==> config.mk <==
export PLATFORM = sky130hd
export DESIGN_NAME = bus_frame_deframer_core
export DESIGN_NICKNAME = d
export VERILOG_FILES = /design/src/rtl/bfd_pkg.sv /design/src/rtl/bfd_front.sv /design/src/rtl/bfd_fifo.sv /design/src/rtl/bfd_back.sv /design/src/rtl/bus_frame_deframer_core.sv
export VERILOG_INCLUDE_DIRS = /design/src /design/src/rtl
export SDC_FILE = /design/constraint.sdc
export NUM_CORES = 1
export LEC_CHECK = 0
export ABC_AREA = 1
export BUFFER_PORTS_ARGS = -buffer_cell sky130_fd_sc_hd__buf_2
export CORE_MARGIN = 8
export CORE_UTILIZATION = 50
export CTS_BUF_LIST = sky130_fd_sc_hd__clkbuf_8
export CTS_CLUSTER_SIZE = 40
export DETAILED_ROUTE_END_ITERATION = 8
export GPL_TIMING_DRIVEN = 0
export PLACE_DENSITY = 0.62
export SLEW_MARGIN = 40
export SYNTH_ARGS = -nofsm -noshare
export SYNTH_HDL_FRONTEND = slang
export SYNTH_SLANG_ARGS = --single-unit
export TNS_END_PERCENT = 30
==> constraint.sdc <==
create_clock -name i_clk -period 9.4 [get_ports i_clk]
set_input_delay 0.94 -clock i_clk [delete_from_list [all_inputs] [get_ports i_clk]]
set_output_delay 0.94 -clock i_clk [all_outputs]
set_load 0.03 [all_outputs]
==> src/rtl/bus_frame_deframer_core_defines.svh <==
// Assertion macros shared by the deframer modules.
`ifndef BUS_FRAME_DEFRAMER_CORE_DEFINES_SVH
`define BUS_FRAME_DEFRAMER_CORE_DEFINES_SVH

// Check a condition at every clock edge outside reset.
`define BFD_ASSERT_ALWAYS(lbl, cond, msg) \
    lbl: assert property (@(posedge i_clk) disable iff (!i_rst_n) (cond)) else $error(msg);

// Check that a consequent holds in the same cycle as its antecedent.
`define BFD_ASSERT_IMPL(lbl, ante, cons, msg) \
    lbl: assert property (@(posedge i_clk) disable iff (!i_rst_n) (ante) |-> (cons)) \
        else $error(msg);

`endif

==> src/rtl/bfd_pkg.sv <==
package bfd_pkg;

    // Frame geometry
    localparam int MAX_DATA   = 15;
    localparam int HDR_LEN    = 4;              // start, priority, address, length
    localparam int HDR_TRL    = 6;              // header plus checksum and end
    localparam int WIN_DEPTH  = HDR_TRL + MAX_DATA;
    localparam int FILL_W     = $clog2(WIN_DEPTH + 1);
    localparam int IDX_W      = $clog2(WIN_DEPTH);
    localparam int LEN_W      = 4;
    localparam int DIDX_W     = (MAX_DATA > 1) ? $clog2(MAX_DATA) : 1;

    // Queue between parser and emitter
    localparam int QUEUE_DEPTH = 2;
    localparam int QPTR_W      = (QUEUE_DEPTH > 1) ? $clog2(QUEUE_DEPTH) : 1;
    localparam int QCNT_W      = $clog2(QUEUE_DEPTH + 1);

    // Byte codes
    localparam logic [7:0] START_BYTE = 8'h0F;
    localparam logic [7:0] PRIO_MASK  = 8'hFC;
    localparam logic [7:0] PRIO_TAG   = 8'hF8;
    localparam logic [7:0] LEN_MASK   = 8'hB0;
    localparam logic [7:0] END_BYTE   = 8'h04;

    typedef enum logic [2:0] {
        FS_IDLE,
        FS_CHECK,
        FS_SCAN,
        FS_PUSH,
        FS_DROP
    } t_front_state;

    typedef struct packed {
        logic [1:0]                  prio;
        logic [7:0]                  addr;
        logic                        rtr;
        logic [LEN_W-1:0]            len;
        logic [MAX_DATA-1:0][7:0]    data;
    } t_frame;

    typedef struct packed {
        logic full;
        logic empty;
    } t_q_stat;

endpackage

==> src/rtl/bfd_front.sv <==
`include "bus_frame_deframer_core_defines.svh"

module bfd_front (
    input  logic             i_clk,
    input  logic             i_rst_n,
    input  logic             i_valid,
    output logic             o_ready,
    input  logic [7:0]       i_rx_byte,
    input  bfd_pkg::t_q_stat i_q_stat,
    output logic             o_push,
    output bfd_pkg::t_frame  o_frame
);
    import bfd_pkg::*;

    t_front_state     r_state, n_state;
    logic [7:0]       r_win [WIN_DEPTH];
    logic [FILL_W-1:0] r_fill, n_fill;
    logic [FILL_W-1:0] r_cnt, n_cnt;
    logic [IDX_W-1:0] r_idx, n_idx;
    logic [7:0]       r_sum, n_sum;
    logic [LEN_W-1:0] r_len, n_len;
    t_frame           r_frame, n_frame;

    logic             w_shift;
    logic             w_wr;
    logic [IDX_W-1:0] w_wr_idx;
    logic             w_full;
    logic             w_short;
    logic             w_hdr_bad;
    logic [LEN_W-1:0] w_hdr_len;
    logic [FILL_W-1:0] w_need;
    logic [FILL_W-1:0] w_need_scan;
    logic [IDX_W-1:0] w_chk_pos;
    logic [IDX_W-1:0] w_didx;
    logic [7:0]       w_rd;
    logic             w_sum_bad;
    logic             w_end_bad;

    // Decode the window head and the scan position
    assign w_full      = (r_fill == FILL_W'(WIN_DEPTH));
    assign w_short     = (r_fill < FILL_W'(HDR_TRL));
    assign w_hdr_len   = r_win[3][LEN_W-1:0];
    assign w_hdr_bad   = (r_win[0] != START_BYTE)
                      || ((r_win[1] & PRIO_MASK) != PRIO_TAG)
                      || ((r_win[3] & LEN_MASK) != 8'h00)
                      || (int'(w_hdr_len) > MAX_DATA);
    assign w_need      = FILL_W'(HDR_TRL) + FILL_W'(w_hdr_len);
    assign w_need_scan = FILL_W'(HDR_TRL) + FILL_W'(r_len);
    assign w_chk_pos   = IDX_W'(HDR_LEN) + IDX_W'(r_len);
    assign w_didx      = r_idx - IDX_W'(HDR_LEN);
    assign w_rd        = r_win[r_idx];
    assign w_sum_bad   = (w_rd != (8'h00 - r_sum));
    assign w_end_bad   = (w_rd != END_BYTE);
    assign o_frame     = r_frame;

    // Next state
    always_comb begin
        n_state = r_state;
        unique case (r_state)
            FS_IDLE: begin
                if (i_valid) n_state = FS_CHECK;
            end
            FS_CHECK: begin
                if (w_short) begin
                    n_state = FS_IDLE;
                end else if (w_hdr_bad) begin
                    n_state = FS_CHECK;
                end else if (r_fill < w_need) begin
                    n_state = FS_IDLE;
                end else begin
                    n_state = FS_SCAN;
                end
            end
            FS_SCAN: begin
                if (r_idx == w_chk_pos) begin
                    if (w_sum_bad) n_state = FS_CHECK;
                end else if (r_idx > w_chk_pos) begin
                    n_state = w_end_bad ? FS_CHECK : FS_PUSH;
                end
            end
            FS_PUSH: begin
                if (!i_q_stat.full) n_state = FS_DROP;
            end
            FS_DROP: begin
                if (r_cnt == FILL_W'(1)) n_state = FS_IDLE;
            end
            default: n_state = FS_IDLE;
        endcase
    end

    // Datapath controls per state
    always_comb begin
        w_shift  = 1'b0;
        w_wr     = 1'b0;
        w_wr_idx = r_fill[IDX_W-1:0];
        o_push   = 1'b0;
        o_ready  = 1'b0;
        n_fill   = r_fill;
        n_cnt    = r_cnt;
        n_idx    = r_idx;
        n_sum    = r_sum;
        n_len    = r_len;
        n_frame  = r_frame;
        unique case (r_state)
            FS_IDLE: begin
                o_ready = 1'b1;
                if (i_valid) begin
                    w_wr = 1'b1;
                    // A full window loses its oldest byte
                    if (w_full) begin
                        w_shift  = 1'b1;
                        w_wr_idx = IDX_W'(WIN_DEPTH - 1);
                    end else begin
                        n_fill = r_fill + FILL_W'(1);
                    end
                end
            end
            FS_CHECK: begin
                if (!w_short) begin
                    if (w_hdr_bad) begin
                        w_shift = 1'b1;
                        n_fill  = r_fill - FILL_W'(1);
                    end else if (r_fill >= w_need) begin
                        n_idx        = '0;
                        n_sum        = 8'h00;
                        n_len        = w_hdr_len;
                        n_frame.prio = r_win[1][1:0];
                        n_frame.addr = r_win[2];
                        n_frame.rtr  = r_win[3][6];
                        n_frame.len  = w_hdr_len;
                    end
                end
            end
            FS_SCAN: begin
                if (r_idx < w_chk_pos) begin
                    // Accumulate the checksum and capture data bytes
                    n_sum = r_sum + w_rd;
                    if (r_idx >= IDX_W'(HDR_LEN)) n_frame.data[w_didx[DIDX_W-1:0]] = w_rd;
                    n_idx = r_idx + IDX_W'(1);
                end else if (r_idx == w_chk_pos) begin
                    if (w_sum_bad) begin
                        w_shift = 1'b1;
                        n_fill  = r_fill - FILL_W'(1);
                    end else begin
                        n_idx = r_idx + IDX_W'(1);
                    end
                end else if (w_end_bad) begin
                    w_shift = 1'b1;
                    n_fill  = r_fill - FILL_W'(1);
                end
            end
            FS_PUSH: begin
                if (!i_q_stat.full) begin
                    o_push = 1'b1;
                    n_cnt  = w_need_scan;
                end
            end
            FS_DROP: begin
                w_shift = 1'b1;
                n_fill  = r_fill - FILL_W'(1);
                n_cnt   = r_cnt - FILL_W'(1);
            end
            default: ;
        endcase
    end

    // Control registers
    always_ff @(posedge i_clk) begin
        if (!i_rst_n) begin
            r_state <= FS_IDLE;
            r_fill  <= '0;
            r_cnt   <= '0;
        end else begin
            r_state <= n_state;
            r_fill  <= n_fill;
            r_cnt   <= n_cnt;
        end
    end

    // Scan registers and frame staging
    always_ff @(posedge i_clk) begin
        r_idx   <= n_idx;
        r_sum   <= n_sum;
        r_len   <= n_len;
        r_frame <= n_frame;
    end

    // Window: shift toward the head, append at the tail
    always_ff @(posedge i_clk) begin
        for (int k = 0; k < WIN_DEPTH - 1; k++) begin
            if (w_shift) r_win[k] <= r_win[k + 1];
        end
        if (w_wr) r_win[w_wr_idx] <= i_rx_byte;
    end

    `BFD_ASSERT_ALWAYS(a_fill_range, r_fill <= FILL_W'(WIN_DEPTH), "window fill out of range")
    `BFD_ASSERT_IMPL(a_scan_fill, r_state == FS_SCAN, r_fill >= w_need_scan, "scan past fill")
    `BFD_ASSERT_IMPL(a_drop_cnt, r_state == FS_DROP, (r_cnt != '0) && (r_cnt <= r_fill), "bad drop count")

endmodule

==> src/rtl/bfd_fifo.sv <==
`include "bus_frame_deframer_core_defines.svh"

module bfd_fifo (
    input  logic              i_clk,
    input  logic              i_rst_n,
    input  logic              i_push,
    input  bfd_pkg::t_frame   i_frame,
    input  logic              i_pop,
    output bfd_pkg::t_frame   o_head,
    output bfd_pkg::t_q_stat  o_stat
);
    import bfd_pkg::*;

    t_frame            r_mem [QUEUE_DEPTH];
    logic [QPTR_W-1:0] r_wp, n_wp;
    logic [QPTR_W-1:0] r_rp, n_rp;
    logic [QCNT_W-1:0] r_count, n_count;

    assign o_head       = r_mem[r_rp];
    assign o_stat.full  = (r_count == QCNT_W'(QUEUE_DEPTH));
    assign o_stat.empty = (r_count == '0);

    // Advance pointers with wrap
    always_comb begin
        n_wp    = r_wp;
        n_rp    = r_rp;
        n_count = r_count;
        if (i_push) begin
            n_wp = (r_wp == QPTR_W'(QUEUE_DEPTH - 1)) ? '0 : r_wp + QPTR_W'(1);
        end
        if (i_pop) begin
            n_rp = (r_rp == QPTR_W'(QUEUE_DEPTH - 1)) ? '0 : r_rp + QPTR_W'(1);
        end
        case ({i_push, i_pop})
            2'b10:   n_count = r_count + QCNT_W'(1);
            2'b01:   n_count = r_count - QCNT_W'(1);
            default: n_count = r_count;
        endcase
    end

    always_ff @(posedge i_clk) begin
        if (!i_rst_n) begin
            r_wp    <= '0;
            r_rp    <= '0;
            r_count <= '0;
        end else begin
            r_wp    <= n_wp;
            r_rp    <= n_rp;
            r_count <= n_count;
        end
    end

    // Store a frame record
    always_ff @(posedge i_clk) begin
        if (i_push) r_mem[r_wp] <= i_frame;
    end

    `BFD_ASSERT_IMPL(a_no_overflow, i_push, !o_stat.full, "push into full queue")
    `BFD_ASSERT_IMPL(a_no_underflow, i_pop, !o_stat.empty, "pop from empty queue")

endmodule

==> src/rtl/bfd_back.sv <==
`include "bus_frame_deframer_core_defines.svh"

module bfd_back (
    input  logic             i_clk,
    input  logic             i_rst_n,
    input  bfd_pkg::t_frame  i_head,
    input  bfd_pkg::t_q_stat i_q_stat,
    output logic             o_pop,
    output logic             o_valid,
    input  logic             i_ready,
    output logic [1:0]       o_priority_res,
    output logic [7:0]       o_address,
    output logic             o_remote_request,
    output logic [3:0]       o_data_length,
    output logic             o_has_data,
    output logic [7:0]       o_data_byte,
    output logic [3:0]       o_byte_index,
    output logic             o_last
);
    import bfd_pkg::*;

    logic             r_valid;
    logic [LEN_W-1:0] r_idx, n_idx;
    logic             w_load;
    logic             w_empty_frame;
    logic             w_last;

    assign w_empty_frame = (i_head.len == '0);
    assign w_last        = w_empty_frame || ((r_idx + LEN_W'(1)) == i_head.len);
    assign w_load        = !i_q_stat.empty && (!r_valid || i_ready);
    assign o_pop         = w_load && w_last;
    assign o_valid       = r_valid;

    // Step through the data bytes of the head frame
    always_comb begin
        n_idx = r_idx;
        if (w_load) n_idx = w_last ? '0 : r_idx + LEN_W'(1);
    end

    always_ff @(posedge i_clk) begin
        if (!i_rst_n) begin
            r_valid <= 1'b0;
            r_idx   <= '0;
        end else begin
            r_idx <= n_idx;
            if (w_load) begin
                r_valid <= 1'b1;
            end else if (i_ready) begin
                r_valid <= 1'b0;
            end
        end
    end

    // Load the output register
    always_ff @(posedge i_clk) begin
        if (w_load) begin
            o_priority_res   <= i_head.prio;
            o_address        <= i_head.addr;
            o_remote_request <= i_head.rtr;
            o_data_length    <= i_head.len;
            o_has_data       <= !w_empty_frame;
            o_data_byte      <= w_empty_frame ? 8'h00 : i_head.data[r_idx[DIDX_W-1:0]];
            o_byte_index     <= r_idx;
            o_last           <= w_last;
        end
    end

    `BFD_ASSERT_IMPL(a_idx_in_frame, !i_q_stat.empty && !w_empty_frame, r_idx < i_head.len, "byte index past length")

endmodule

==> src/rtl/bus_frame_deframer_core.sv <==
// Checksummed frame deframer. Received bytes are taken one per transaction into
// a 21-byte window and the window is parsed from its head: start 0x0F, priority
// byte 0xF8|prio, address, length/rtr byte, 0 to 15 data bytes, two's-complement
// checksum and end 0x04. Bytes that cannot start a valid frame are dropped one at
// a time; a good frame is removed and reported as one result per data byte (or a
// single result for an empty frame). After a byte is taken the parser runs
// before ready returns: a header check per attempt, the checksum scan over the
// header and data bytes, and for a good frame its push and byte-by-byte removal.
// Each discarded byte adds a shift and a fresh header check, plus a wasted scan
// when the checksum or end byte is wrong. The window shifts one byte at a time.
// Results leave through a two-frame queue at one per cycle while the receiver
// is ready, independent of the parser; while the queue is full a good frame
// waits in the parser and the input stays stalled.
module bus_frame_deframer_core (
    input  logic       i_clk,
    input  logic       i_rst_n,
    input  logic       i_valid,
    output logic       o_ready,
    input  logic [7:0] i_rx_byte,
    output logic       o_valid,
    input  logic       i_ready,
    output logic [1:0] o_priority_res,
    output logic [7:0] o_address,
    output logic       o_remote_request,
    output logic [3:0] o_data_length,
    output logic       o_has_data,
    output logic [7:0] o_data_byte,
    output logic [3:0] o_byte_index,
    output logic       o_last
);
    import bfd_pkg::*;

    logic    w_push;
    logic    w_pop;
    t_frame  w_in_frame;
    t_frame  w_head;
    t_q_stat w_q_stat;

    // Window, parser and frame staging
    bfd_front u_front (
        .i_clk     (i_clk),
        .i_rst_n   (i_rst_n),
        .i_valid   (i_valid),
        .o_ready   (o_ready),
        .i_rx_byte (i_rx_byte),
        .i_q_stat  (w_q_stat),
        .o_push    (w_push),
        .o_frame   (w_in_frame)
    );

    // Queue of accepted frames
    bfd_fifo u_fifo (
        .i_clk   (i_clk),
        .i_rst_n (i_rst_n),
        .i_push  (w_push),
        .i_frame (w_in_frame),
        .i_pop   (w_pop),
        .o_head  (w_head),
        .o_stat  (w_q_stat)
    );

    // Result emitter
    bfd_back u_back (
        .i_clk            (i_clk),
        .i_rst_n          (i_rst_n),
        .i_head           (w_head),
        .i_q_stat         (w_q_stat),
        .o_pop            (w_pop),
        .o_valid          (o_valid),
        .i_ready          (i_ready),
        .o_priority_res   (o_priority_res),
        .o_address        (o_address),
        .o_remote_request (o_remote_request),
        .o_data_length    (o_data_length),
        .o_has_data       (o_has_data),
        .o_data_byte      (o_data_byte),
        .o_byte_index     (o_byte_index),
        .o_last           (o_last)
    );

endmodule

==> metrics.md, run 1 <==
| Metric | Value |
|---|---|
| H-tree depth | 3 |
| Crit start category | flip-flop |
| Placed cells | 3574 |
| Fill cells | 5219 |
| Flop pwr share | 0.504 |
| Most frequent cells in the layout | 703 x edfxtp_1, 650 x nand2_1, 340 x o21ai_0, 263 x nand3_1, 225 x nor2_1 |
| Synth Flop Type | edfxtp_1 |
| Most common cell on crit path | nand2_1 |
| CTS Hold Bufs | 0 |
| Avg Inst Size Synth | 11.3 sq um |
| Vias/cell | 5.74 |
| Setup bufs post-CTS | 0 |
| Final Non-Filler Cells | 3790 |
| Final hold vios | 0 |
| Die W | 264 um |
| Core area | 61300 sq um |
| Initial DRC count | 2240 |
| Dpl hpwl | 61400 um |
| Commonest non-fill, non-tap cell in the layout | edfxtp_1 |
| Worst path max stage delay | 0.62 ns |
| Max Clk Rate | 204 MHz |
| Final Core Density | 0.567 |
| Die H | 264 um |
| Clock sink count | 731 |
| Layout cells sized above 1 | 0.0984 |
| Final GP Congestion | 0.950 |
| Starting Density | 0.503 |
| WP buf/inv | 6 |
| Pins Over Slew Limit | 0 |
| Largest fanout on the critical path | 16 |
| Period Utilization, post-route | 0.523 |
| Number of detailed-route iterations in the first pass | 7 |
| CP arrival | 5.23 ns |
| TritonCTS clock tree | done |
| Resize count post-CTS | 0 |
| Power Density | 242 nW/um^2 |
| Synth warn | 0 |
| Seq cells post-synth | 731 |
| MaxCap Viol Count | 0 |
| Worst Skew | 0.0552 ns |
| Clock root cell | clkbuf_8 |
| Slew @ Worst Pin | 0.935 ns |
| Cts bufs inserted | 117 |
| Sequential fraction of the synthesis area | 0.704 |
| Switching part of the total | 0.315 |
| Top-level I/O count | 43 |
| Setup violations, final | 0 |
| Post-synth EDFFs | 703 |
| Setup repair after global routing missed its margin | false |
| Syn Inst Count | 2716 |
| Initial antenna violation count | 1 |
| Overall Power | 0.00839 W |
| Slew HR | 0.377 |
| Number of global-route vias before repair | 21300 |
| Routed via count | 21800 |
| Final #Nets | 2950 |
| DRC Markers | 0 |
| Clock slew at reported path FFs | 0.06 ns |
| Status | completed |
| Critical Path RT | 9.71 ns |
| Clock buffer depth | 3 |
| Critical path endpoint category | flip-flop |
| IO buf count | 42 |
| Post-Syn Area | 30800 sq um |
| Hold Worst Slack | 0.411 ns |
| Clock latency on the worst-skew pair | 0.78 ns |
| Leak | 13.0 nW |
| Switch Pwr | 0.00265 W |
| Kind of cell adding the most delay to the critical path | buffers and inverters |
| Crit path time final | 4.91 ns |
| Clock power share | 0.304 |
| DR WL/cell | 23.6 um |
| Peak VDD IR | 0.136 mV |
| Type of the tightest min-delay check | flip-flop to flip-flop |
| Int Pwr | 0.00575 W |
| Crit Path Category | flip-flop to flip-flop |
| Final WS setup | 4.49 ns |
| First-pass GRT wire length | 131000 um |
| Total grt overflow | 0 |
| ANT nets after route | 0 |
| Post-synth cell types | 41 |
| Slowest stage cell, crit path | inv_1 |
| GRT Overall Usage | 0.251 |
| Part of the power in combinational logic | 0.192 |
| Asr flop ratio synth | 0 |
| Die area | 69800 sq um |
| Final wirelength | 89600 um |
| Largest net degree at the start of global routing | 21 |
| Critical-path cell list | inv_2 > buf_2 > buf_2 > nand2_1 > nand3_1 > nand3_1 > nand2_1 > nand2_1 > nand3_1 > nand2_1 > inv_1 > ha_1 > nor2_1 > nand2_1 > inv_1 > nand2_1 > nor2_1 > nand2_1 > nand3_1 > buf_2 > nand3_1 |
| DP Worst Slack | 4.61 ns |
| Row count | 91 |
| Area Overhead vs Synth | 12.8% |
## flip-flops by register name, indices dropped and copies added (netlist names), named ones only
| signal | cells |
|---|---|
| u_fifo.r_mem | 270 |
| u_front.r_win | 256 |
| u_front.o_frame | 131 |
| u_back.o_address | 8 |
| u_back.o_data_byte | 8 |
| u_front.r_sum | 8 |
| u_front.r_cnt | 5 |
| u_front.r_fill | 5 |
| u_front.r_idx | 5 |
| u_back.o_byte_index | 4 |
| u_back.o_data_length | 4 |
| u_back.r_idx | 4 |
| u_front.r_len | 4 |
| u_front.r_state | 3 |
| u_back.o_priority_res | 2 |
| u_fifo.r_count | 2 |
| u_back.o_has_data | 1 |
| u_back.o_last | 1 |
| u_back.o_remote_request | 1 |
| u_back.o_valid | 1 |
| u_fifo.r_rp | 1 |
| u_fifo.r_wp | 1 |
## metrics by stage
step | setup TNS (ns) | cell area (sq um)
5_1_grt | 0 | 34700
2_1_floorplan | 0 | 30800
3_3_place_gp | -319.91 | 32000
3_5_place_dp | 0 | 32500
4_1_cts | 0 | 34700
6_report | 0 | 34700
## cells by family after synthesis
| family | Yosys count | share of synthesized area |
|---|---|---|
| AND/OR/NAND/NOR | 1197 | 0.159 |
| flip-flops | 731 | 0.704 |
| buffers and inverters | 266 | 0.0359 |
| AO/OA/AOI/OAI | 466 | 0.0806 |
| adder cells (fa/ha/maj) | 35 | 0.0147 |
| other | 1 | 0.000122 |
| XOR/XNOR | 20 | 0.00569 |
## power groups by stage
stage                     clock, W  combinational (W)  sequential, W
after global placement           0            0.00153        0.00430
after detailed placement         0            0.00158        0.00429
after global routing       0.00273            0.00176        0.00425
final                      0.00255            0.00161        0.00423
after floorplan                  0           0.000989        0.00422
after CTS                  0.00259            0.00159        0.00422
## worst paths after layout
path	from	to	cells after the start	slack (ns)
worst min register to register	u_front.o_frame[115]	u_fifo.r_mem[1][115]	0	0.41
worst max-delay path	flip-flop	u_front.r_win[18][3]	21	4.49
worst max register to register	flip-flop	u_front.r_win[18][3]	21	4.49
worst min-delay path	u_front.o_frame[115]	u_fifo.r_mem[1][115]	0	0.41
## layer usage
layer | vias up | GRT usage | routed length (um)
met5 | - | 0 | 0
met4 | 0 | 0.129 | 4430
met3 | 255 | 0.0475 | 7310
met2 | 1066 | 0.423 | 43400
met1 | 10400 | 0.307 | 34500
li1 | 9996 | - | -
## synth_stat cells, types with 2 or more instances
master,number,area [sq um]
nand3_1,263,1320
nor2_2,2,12.5
clkbuf_1,95,357
xor2_1,11,96.3
inv_1,112,420
o21a_1,4,30.0
o22ai_1,54,338
a21oi_1,38,190
dfxtp_1,28,561
fa_1,2,40.0
xnor2_1,9,78.8
edfxtp_1,703,21100
a211oi_1,2,15.0
nand2_1,652,2450
inv_2,4,15.0
o31ai_1,3,22.5
o21ai_0,340,1700
a31oi_1,6,37.5
or2_2,4,25.0
nand3b_1,4,30.0
nor2_1,246,923
o211ai_1,7,52.6
nor3_1,10,50.1
o21ai_1,2,10.0
buf_2,31,155
nand4_1,8,50.1
ha_1,33,413
buf_1,6,22.5
nor4_1,5,31.3
o221ai_1,6,52.6
buf_4,16,120
## worst register-to-register path, cell delays in order (launching register included)
cell	delay, ns
dfxtp_1	0.36
inv_2	0.13
buf_2	0.35
buf_2	0.42
nand2_1	0.10
nand3_1	0.09
nand3_1	0.13
nand2_1	0.19
nand2_1	0.07
nand3_1	0.10
nand2_1	0.09
inv_1	0.62
ha_1	0.38
nor2_1	0.11
nand2_1	0.06
inv_1	0.05
nand2_1	0.04
nor2_1	0.14
nand2_1	0.09
nand3_1	0.10
buf_2	0.34
nand3_1	0.51
## cell type report
cell class | count | area [sq um] | area share
inverter | 117 | 439 | 0.0126
multi-input combinational | 1726 | 8150 | 0.235
timing repair buffer | 61 | 613 | 0.0177
sequential | 731 | 21700 | 0.624
clock buffer | 121 | 1670 | 0.0479
antenna | 2 | 5.00 | 0.000144
tap | 790 | 988 | 0.0285
clock inverter | 93 | 524 | 0.0151
buffer | 149 | 674 | 0.0194
No activity file was read; power rests on OpenSTA's default activity.
==> run 2: changes to the inputs <==
--- a/config.mk
+++ b/config.mk
@@ -14,7 +14,7 @@
 export CTS_CLUSTER_SIZE = 40
 export DETAILED_ROUTE_END_ITERATION = 8
 export GPL_TIMING_DRIVEN = 0
-export PLACE_DENSITY = 0.62
+export PLACE_DENSITY = 0.64
 export SLEW_MARGIN = 40
 export SYNTH_ARGS = -nofsm -noshare
 export SYNTH_HDL_FRONTEND = slang
==> constraint.sdc (replaced) <==
create_clock -name i_clk -period 4.3 [get_ports i_clk]
set_input_delay 0.43 -clock i_clk [delete_from_list [all_inputs] [get_ports i_clk]]
set_output_delay 0.43 -clock i_clk [all_outputs]
set_load 0.03 [all_outputs]
==> run 2 against run 1 <==
  * First-iteration DRC count grew 19%
  * Sequential share of layout area is essentially flat
  * Die area is the same
  * Hold slack lost 0.36 ns
  * Register-to-register slack lost 4.2 ns
  * Clock skew shrank 0.0075 ns
  * Clock power grew 110%
  * Wire length shrank 1.7%
  * Critical path type unchanged
  * Largest cell class unchanged
  * Highest routed layer is now met5
==> metrics.md, run 2 (synthesized netlist as in run 1, its figures left out) <==
| Metric | Value |
|---|---|
| Fill cells | 5124 (was 5219) |
| Final #Nets | 2952 (was 2950) |
| Die W | 264 um (unchanged) |
| ANT nets after route | 0 (unchanged) |
| Max Clk Rate | 246 MHz (was 204 MHz) |
| Switch Pwr | 0.00578 W (was 0.00265 W) |
| Top-level I/O count | 43 (unchanged) |
| Row count | 91 (unchanged) |
| Crit path time final | 4.06 ns (was 4.91 ns) |
| Initial DRC count | 2660 (was 2240) |
| Largest fanout on the critical path | 18 (was 16) |
| Routed via count | 21900 (was 21800) |
| Setup violations, final | 0 (unchanged) |
| Max FFs per register | 270 (unchanged) |
| DRC Markers | 0 (unchanged) |
| Clock buffer depth | 3 (unchanged) |
| Slew HR | 0.332 (was 0.377) |
| Clock root cell | clkbuf_8 (unchanged) |
| Type of the tightest min-delay check | primary input to flip-flop (was flip-flop to flip-flop) |
| Crit start category | flip-flop (unchanged) |
| Cts bufs inserted | 114 (was 117) |
| Peak VDD IR | 0.319 mV (was 0.136 mV) |
| Total grt overflow | 0 (unchanged) |
| Critical path endpoint category | flip-flop (unchanged) |
| DR WL/cell | 23.3 um (was 23.6 um) |
| Initial antenna violation count | 2 (was 1) |
| Reg area | 21700 sq um (unchanged) |
| Critical Path RT | 4.67 ns (was 9.71 ns) |
| Leak | 13.0 nW (about the same) |
| Power Density | 524 nW/um^2 (was 242 nW/um^2) |
| Reg with most FFs | u_fifo.r_mem (unchanged) |
| Number of global-route vias before repair | 21300 (about the same) |
| TritonCTS clock tree | done (unchanged) |
| Most frequent cells in the layout | 703 x edfxtp_1, 650 x nand2_1, 340 x o21ai_0, 251 x nand3_1, 225 x nor2_1 (was 703 x edfxtp_1, 650 x nand2_1, 340 x o21ai_0, 263 x nand3_1, 225 x nor2_1) |
| Clock slew at reported path FFs | 0.06 ns (about the same) |
| Setup TNS | 0 ns (unchanged) |
| GRT Overall Usage | 0.247 (was 0.251) |
| R2r setup slk | 0.24 ns (was 4.49 ns) |
| Int Pwr | 0.0124 W (was 0.00575 W) |
| Status | completed (unchanged) |
| Hold Path Depth | 1 (was 0) |
| Core area | 61300 sq um (unchanged) |
| Largest net degree at the start of global routing | 20 (was 21) |
| IO buf count | 42 (unchanged) |
| H-tree depth | 3 (unchanged) |
| Setup repair after global routing missed its margin | true (was false) |
| CP arrival | 4.43 ns (was 5.23 ns) |
| Crit Path Category | flip-flop to flip-flop (unchanged) |
| Part of the power in combinational logic | 0.194 (was 0.192) |
| Dpl hpwl | 60800 um (was 61400 um) |
| Hold Worst Slack | 0.0560 ns (was 0.411 ns) |
| Commonest non-fill, non-tap cell in the layout | edfxtp_1 (unchanged) |
| Final GP Congestion | 0.971 (was 0.950) |
| Area of the multi-input gates | 8210 sq um (was 8150 sq um) |
| Final wirelength | 88100 um (was 89600 um) |
| Pins Over Slew Limit | 0 (unchanged) |
| Die area | 69800 sq um (unchanged) |
| First-pass GRT wire length | 130000 um (was 131000 um) |
| Final hold vios | 0 (unchanged) |
| Slew @ Worst Pin | 1.00 ns (was 0.935 ns) |
| Worst r2r path cells | 16 (was 21) |
| Flop pwr share | 0.508 (was 0.504) |
| Clock latency on the worst-skew pair | 0.78 ns (about the same) |
| Die H | 264 um (unchanged) |
| Vias/cell | 5.79 (was 5.74) |
| Clock sink count | 731 (unchanged) |
| Worst Skew | 0.0476 ns (was 0.0552 ns) |
| Switching part of the total | 0.318 (was 0.315) |
| Clock power share | 0.298 (was 0.304) |
| Starting Density | 0.503 (unchanged) |
| Layout cells sized above 1 | 0.101 (was 0.0984) |
| Area Overhead vs Synth | 12.8% (about the same) |
| Number of detailed-route iterations in the first pass | 6 (was 7) |
| Final Core Density | 0.567 (about the same) |
| MaxCap Viol Count | 0 (unchanged) |
| Period Utilization, post-route | 0.945 (was 0.523) |
run 2: changes by cell type in the layout (fill, tap and decap cells not counted), sizes merged, moves of 2 or more:
cell | before | now
clkinv | 43 | 40
clkbuf | 216 | 212
clkinvlp | 1 | 4
buf | 115 | 117
run 2: stage by stage:
step	worst slack (ns)	instances	power, W	area, sq um
floorplan	-0.560	2723	0.0114	30800
global placement	-2.80	3555	0.0127	32000
detailed placement	-0.355	3577	0.0128	32500
CTS	0.288	3786	0.0182	34700
global route	-0.0382	3787	0.0189	34700
finish	0.238	3787	0.0182	34700
run 2: what timing repair did:
| action | in CTS | in global routing |
|---|---|---|
| setup buffers | 1 | 0 |
| endpoints found under the hold margin | 1 | 0 |
| gates resized for setup | 6 | 16 |
| setup endpoints to repair | 160 | 155 |
| hold buffers | 1 | 0 |
run 2: path summary, 6_finish.rpt:
kind / start / end
min reg2reg: u_front.o_frame[70] / u_fifo.r_mem[1][70]
max reg2reg: flip-flop / u_front.r_win[14][0]
min: i_rx_byte[3] / u_front.r_win[23][3]
max: flip-flop / u_front.r_win[14][0]
run 2: power groups by stage:
stage,Combinational [W],Clock (W),Sequential (W)
after floorplan,0.00216,0,0.00922
after CTS,0.00346,0.00549,0.00924
after global routing,0.00388,0.00577,0.00930
after global placement,0.00330,0,0.00939
after detailed placement,0.00343,0,0.00938
final,0.00354,0.00542,0.00925
run 2: area by class of cell:
class,instances,share of cell area
multi-input cells,1726,0.236
diodes,1,0.0000720
clock inverters,92,0.0148
clock buffers,115,0.0456
plain buffers,149,0.0194
inverters,117,0.0129
repair buffers,66,0.0187
flip-flops and latches,731,0.624
well taps,790,0.0284
run 2: routing by layer:
metal / track usage / up-vias / wire length [um] / part of all wire
met3: 0.0465 / 270 / 7460 / 0.085
met5: 0 / - / 8 / 0.000091
li1: - / 10000 / - / -
met4: 0.122 / 2 / 4620 / 0.052
met2: 0.409 / 1112 / 42000 / 0.48
met1: 0.312 / 10500 / 34000 / 0.39
run 2: worst max-delay path, cell delays in order, from the launching register on:
cell      delay (ns)
dfxtp_1         0.31
buf_2           0.17
clkbuf_1        0.70
nand3_1         0.23
nand2_1         0.21
nand2_1         0.10
nand2_1         0.07
nand2_1         0.06
nand2_2         0.47
nand2_1         0.10
nand2_1         0.11
nand2_1         0.06
nor2_1          0.12
nand2_1         0.08
nand3_1         0.11
buf_2           0.35
nand3_1         0.42
